===== src/sv/mwsm_pkg.sv =====
package mwsm_pkg;

    localparam int W_CMD    = 16;
    localparam int W_RATIO  = 16;
    localparam int W_LIM    = 15;
    localparam int ROT_FRAC = 8;
    localparam int FRAC     = 20;
    localparam int W_LIN    = W_CMD + 2;
    localparam int W_ROT    = W_CMD + W_RATIO + 1;
    localparam int W_SUM    = W_ROT + 1;
    localparam int W_PROD   = W_SUM + W_RATIO;
    localparam int W_WHL    = W_PROD - FRAC;
    localparam int W_MAG    = W_WHL - 1;
    localparam int W_NUM    = W_MAG + W_LIM;
    localparam int N_WHL    = 4;
    localparam int W_IDX    = 2;

    localparam int WHL_FR = 0;
    localparam int WHL_FL = 1;
    localparam int WHL_BL = 2;
    localparam int WHL_BR = 3;

    localparam logic [W_RATIO-1:0] RST_ROTATE = 16'd256;
    localparam logic [W_RATIO-1:0] RST_RPM    = 16'd4096;
    localparam logic [W_LIM-1:0]   RST_MAXRPM = 15'd8000;

    typedef enum logic [W_IDX-1:0] {
        REG_ROTATE = 2'd0,
        REG_RPM    = 2'd1,
        REG_MAXRPM = 2'd2
    } cfg_idx_t;

    typedef struct packed {
        logic [W_RATIO-1:0] rot_gain;
        logic [W_RATIO-1:0] rpm_gain;
        logic [W_LIM-1:0]   max_rpm;
    } cfg_t;

    typedef struct packed {
        logic                             clip;
        logic [W_MAG-1:0]                 den;
        logic [N_WHL-1:0]                 neg;
        logic [N_WHL-1:0][W_MAG-1:0]      rem;
        logic [N_WHL-1:0][W_LIM-1:0]      quo;
        logic [N_WHL-1:0][W_CMD-1:0]      wheel;
    } div_beat_t;

    typedef struct packed {
        logic [N_WHL-1:0][W_CMD-1:0] rpm;
        logic                        clip;
    } out_beat_t;

endpackage


===== src/sv/mwsm_limit.sv =====
module mwsm_limit
    import mwsm_pkg::*;
(
    input  logic                        aclk,
    input  logic                        aresetn,
    input  logic                        en,
    input  logic                        in_valid,
    input  logic [N_WHL-1:0][W_WHL-1:0] wheel,
    input  logic [W_LIM-1:0]            max_rpm,
    output logic                        out_valid,
    output div_beat_t                   beat
);
    localparam int STAGES = 3;

    logic [STAGES-1:0]             valid_reg;
    logic [N_WHL-1:0][W_WHL-1:0]   nw;
    logic [N_WHL-1:0][W_MAG-1:0]   mag_reg, mag_next, mag2_reg;
    logic [N_WHL-1:0]              neg_reg, neg2_reg;
    logic [N_WHL-1:0][W_CMD-1:0]   w_reg, w2_reg;
    logic [W_MAG-1:0]              top01, top23, largest_next, largest_reg;
    logic [N_WHL-1:0][W_NUM-1:0]   num;
    div_beat_t                     beat_reg, beat_next;

    always_comb begin
        for (int k = 0; k < N_WHL; k++) begin
            nw[k]       = '0 - wheel[k];
            mag_next[k] = wheel[k][W_WHL-1] ? nw[k][W_MAG-1:0] : wheel[k][W_MAG-1:0];
        end
        top01        = (mag_reg[0] > mag_reg[1]) ? mag_reg[0] : mag_reg[1];
        top23        = (mag_reg[2] > mag_reg[3]) ? mag_reg[2] : mag_reg[3];
        largest_next = (top01 > top23) ? top01 : top23;

        beat_next.clip = largest_reg > {{(W_MAG-W_LIM){1'b0}}, max_rpm};
        beat_next.den  = largest_reg;
        beat_next.neg  = neg2_reg;
        for (int k = 0; k < N_WHL; k++) begin
            num[k] = {{W_LIM{1'b0}}, mag2_reg[k]} * {{W_MAG{1'b0}}, max_rpm};
            beat_next.rem[k]   = num[k][W_NUM-1:W_LIM];
            beat_next.quo[k]   = num[k][W_LIM-1:0];
            beat_next.wheel[k] = w2_reg[k];
        end
    end

    always_ff @(posedge aclk) begin
        if (!aresetn) begin
            valid_reg <= '0;
        end else if (en) begin
            valid_reg <= {valid_reg[STAGES-2:0], in_valid};
        end
    end

    always_ff @(posedge aclk) begin
        if (en) begin
            for (int k = 0; k < N_WHL; k++) begin
                neg_reg[k] <= wheel[k][W_WHL-1];
                w_reg[k]   <= wheel[k][W_CMD-1:0];
            end
            mag_reg     <= mag_next;
            mag2_reg    <= mag_reg;
            neg2_reg    <= neg_reg;
            w2_reg      <= w_reg;
            largest_reg <= largest_next;
            beat_reg    <= beat_next;
        end
    end

    assign out_valid = valid_reg[STAGES-1];
    assign beat      = beat_reg;

endmodule


===== config.mk =====
export PLATFORM = sky130hd
export DESIGN_NAME = mwsm_limit
export DESIGN_NICKNAME = d
export VERILOG_FILES = /design/src/sv/mwsm_pkg.sv /design/src/sv/mwsm_limit.sv
export SDC_FILE = /design/constraint.sdc
export NUM_CORES = 2
export LEC_CHECK = 0
export ABC_AREA = 1
export BUFFER_PORTS_ARGS = -buffer_cell sky130_fd_sc_hd__buf_2
export CAP_MARGIN = 0
export CORE_MARGIN = 2
export CORE_UTILIZATION = 65
export CTS_CLUSTER_DIAMETER = 30
export DETAILED_ROUTE_END_ITERATION = 10
export MAX_ROUTING_LAYER = met4
export PLACE_DENSITY = 0.95
export SYNTH_ARGS = -nofsm -noshare
export SYNTH_HDL_FRONTEND = slang
export SYNTH_SLANG_ARGS = --single-unit
export TNS_END_PERCENT = 100

===== constraint.sdc =====
create_clock -name aclk -period 7.5 [get_ports aclk]
set_clock_uncertainty 0.05 [all_clocks]
set_input_delay 0.75 -clock aclk [delete_from_list [all_inputs] [get_ports aclk]]
set_output_delay 0.75 -clock aclk [all_outputs]
set_load 0.1 [all_outputs]

==> impl_metrics.csv <==
group,metric,value,unit
drt,drt-pass1-iter-count,8,
global_route,grt_overflow_total,0,
floorplanning,die_y,369,microns
drt,drtIter0Drc,7789,
place,pre_cts_ws,0.555,ns
timing,tns,0,ns
timing,period_share,0.867,
cts,postCtsSetupRepairBufs,0,
cts,insertion_delay,0.80,ns
timing,setup_slack,0.997,ns
worst_hold_path,hold_end,"mag_reg[87]",
place,io_buffers,413,
floorplanning,initial_core_util,0.657,
global_route,grt_pass1_vias,77600,
finish,nNetsFinal,12700,
worst_hold_path,hold_path_depth,1,
cts,clk_pin_slew,0.05,ns
cts,cts_max_level,4,
logic_synthesis,ys_seq_area_frac,0.231,
worst_setup_path,crit_arrival,6.98,ns
worst_setup_path,cp-start-kind,"flip-flop",
logic_synthesis,avgSynthCellArea,8.34,sq um
logic_synthesis,syn_area,86600,sq um
timing,finalCriticalPeriod,6.50,ns
drt,wire_per_inst,20.4,microns
finish,drive_gt1_frac,0.0685,
worst_setup_path,required,7.98,ns
logic_synthesis,yosys_warnings,0,
floorplanning,num_rows,133,
drt,wl,256000,microns
global_route,grt_max_degree,207,
cts,cts_resized,0,
global_route,grt_pass1_wl,405000,microns
finish,final_cell_mix,"2943 x inv_1, 2861 x nand2_1, 1396 x fa_1",
cts,cts_hold_buf,0,
finish,largest_register_ffs,274,
timing,rsz0062_at_grt,"no",
worst_setup_path,path_class,"flip-flop to flip-flop",
global_route,gr-usage-all-layers,0.398,
drt,drc,0,
worst_hold_path,min_from,"wheel[90]",
worst_setup_path,worstSetupEndpointType,"flip-flop",
cts,root_buffer,"clkbuf_16",
timing,finalHoldViolations,0,
cts,cts_tree,"done",
logic_synthesis,synth_cells,10400,
logic_synthesis,synth_enable_flop_cells,663,
worst_setup_path,r2r_cells,18,
worst_hold_path,hp-class,"input port to flip-flop",
place,hpwl,198000,microns
logic_synthesis,ys.flop_type,"edfxtp_1",
logic_synthesis,synth_top_area_cell,"fa_1",
cts,cts.sinks,666,
drt,vias_per_cell,5.69,
floorplanning,ios,414,
timing,slew_headroom,0.242,
logic_synthesis,netlist.area_leader.share,0.323,
logic_synthesis,yosys_register_bits,666,
logic_synthesis,synth_cell_types,44,
floorplanning,die-area,136000,sq um
drt,drtAntennaViolNets,0,
floorplanning,core,132000,sq um
worst_setup_path,cp_max_fo,15,
worst_setup_path,reg2reg_slack,1.0,ns
timing,tightest_slew,1.14,ns
cts,clockBufferDepth,3,
logic_synthesis,synth_fp_nets,12500,
cts,cts_made_buffers,147,
flow_run,cap_viol_max_count,0,
logic_synthesis,synth_area_leaders,"fa_1 32%, edfxtp_1 23%, inv_1 13%",
logic_synthesis,ys_async_sr_fraction,0,
timing,drv_slew,0,
finish,layout_commonest_cell,"inv_1",
place,finalWeightedCongestion,1.05,
timing,setup-violations-final,0,
outcome,status,"finished, final reports clean",
drt,vias,71400,
worst_setup_path,reg2reg_from,"mag2_reg[101]",
timing,fmax,0.154,GHz
floorplanning,die_width,369,microns
finish,syn_to_final_growth,10.1,%
global_route,antenna_found_initial,24,
worst_setup_path,r2r_end,"beat[222]",
-- cell families (layout without fill, tap and decap cells) --
kind of cell | after synthesis | count (layout) | synth area share
AOI/OAI and AO/OA | 510 | 510 | 0.0322
xor gates and xnor gates | 200 | 200 | 0.0202
adders and majority gates | 1934 | 1934 | 0.400
buffers and inverters | 3294 | 3689 | 0.144
DFF | 666 | 666 | 0.231
other | 0 | 24 | 0
and+or+nand+nor | 3778 | 3778 | 0.173
-- how the worst max path moves through the flow --
stage          slack [ns]         to          start
2_1_floorplan        1.20  beat[237]     max_rpm[3]
3_3_place_gp         0.56  beat[211]     max_rpm[4]
3_5_place_dp         0.56  beat[210]     max_rpm[4]
4_1_cts              1.16  beat[211]   mag2_reg[93]
5_1_grt              0.83  beat[218]  mag2_reg[104]
6_report              1.0  beat[222]  mag2_reg[101]
-- metrics by stage --
stage	area (sq um)	hold WS [ns]	util	instances
after CTS	95300	0.0611	0.723	12500
final	95400	0.0957	0.724	12600
after detailed placement	90200	0.355	0.684	12300
after global routing	95300	0.0978	0.723	12500
after floorplan	86600	0.350	-	10400
after global placement	90200	0.352	0.684	12300
-- Yosys cell counts (all sizes together), types with 27 or more instances --
library cell,number
fa,1396
edfxtp,663
ha,538
xor2,143
a21oi,240
nand2,2863
nor3,49
nand3,309
and2,34
nand4,57
inv,2945
nor2,443
xnor2,57
a21o,27
clkbuf,281
buf,67
o21ai,169
-- final cells by class --
class	instances	area, sq um
flip-flops and latches	666	20000
repair buffers	472	2770
well taps	1755	2200
clock buffers	158	3760
inverters	2946	11100
multi-input cells	6422	54200
clock inverters	113	1370
diodes	24	60.1
fillers	9104	36400
-- worst max-delay path, cell delays in order, from the launching register on --
cell	delay, ns
edfxtp_1	0.84
nand2_1	0.24
fa_1	0.64
inv_1	0.10
fa_1	0.45
fa_1	0.59
fa_1	0.46
fa_1	0.53
inv_1	0.06
fa_1	0.48
inv_1	0.05
ha_1	0.39
nand2_1	0.12
nor2_1	0.28
nand2_1	0.12
nor2_1	0.10
nand2_1	0.06
nand3_1	0.23
xor2_1	0.44
-- per-layer routing --
metal  routed length (microns)  vias up  GRT usage
met5                         0        -          -
met4                     15900        0      0.221
met3                     33800     1365      0.119
met2                    119000     5054      0.617
met1                     87100    34100      0.464
li1                          -    31000          -
Power is left out: the tool's default activity adds up to more than one toggle a clock period on the data nets, which glitch-free logic cannot reach.
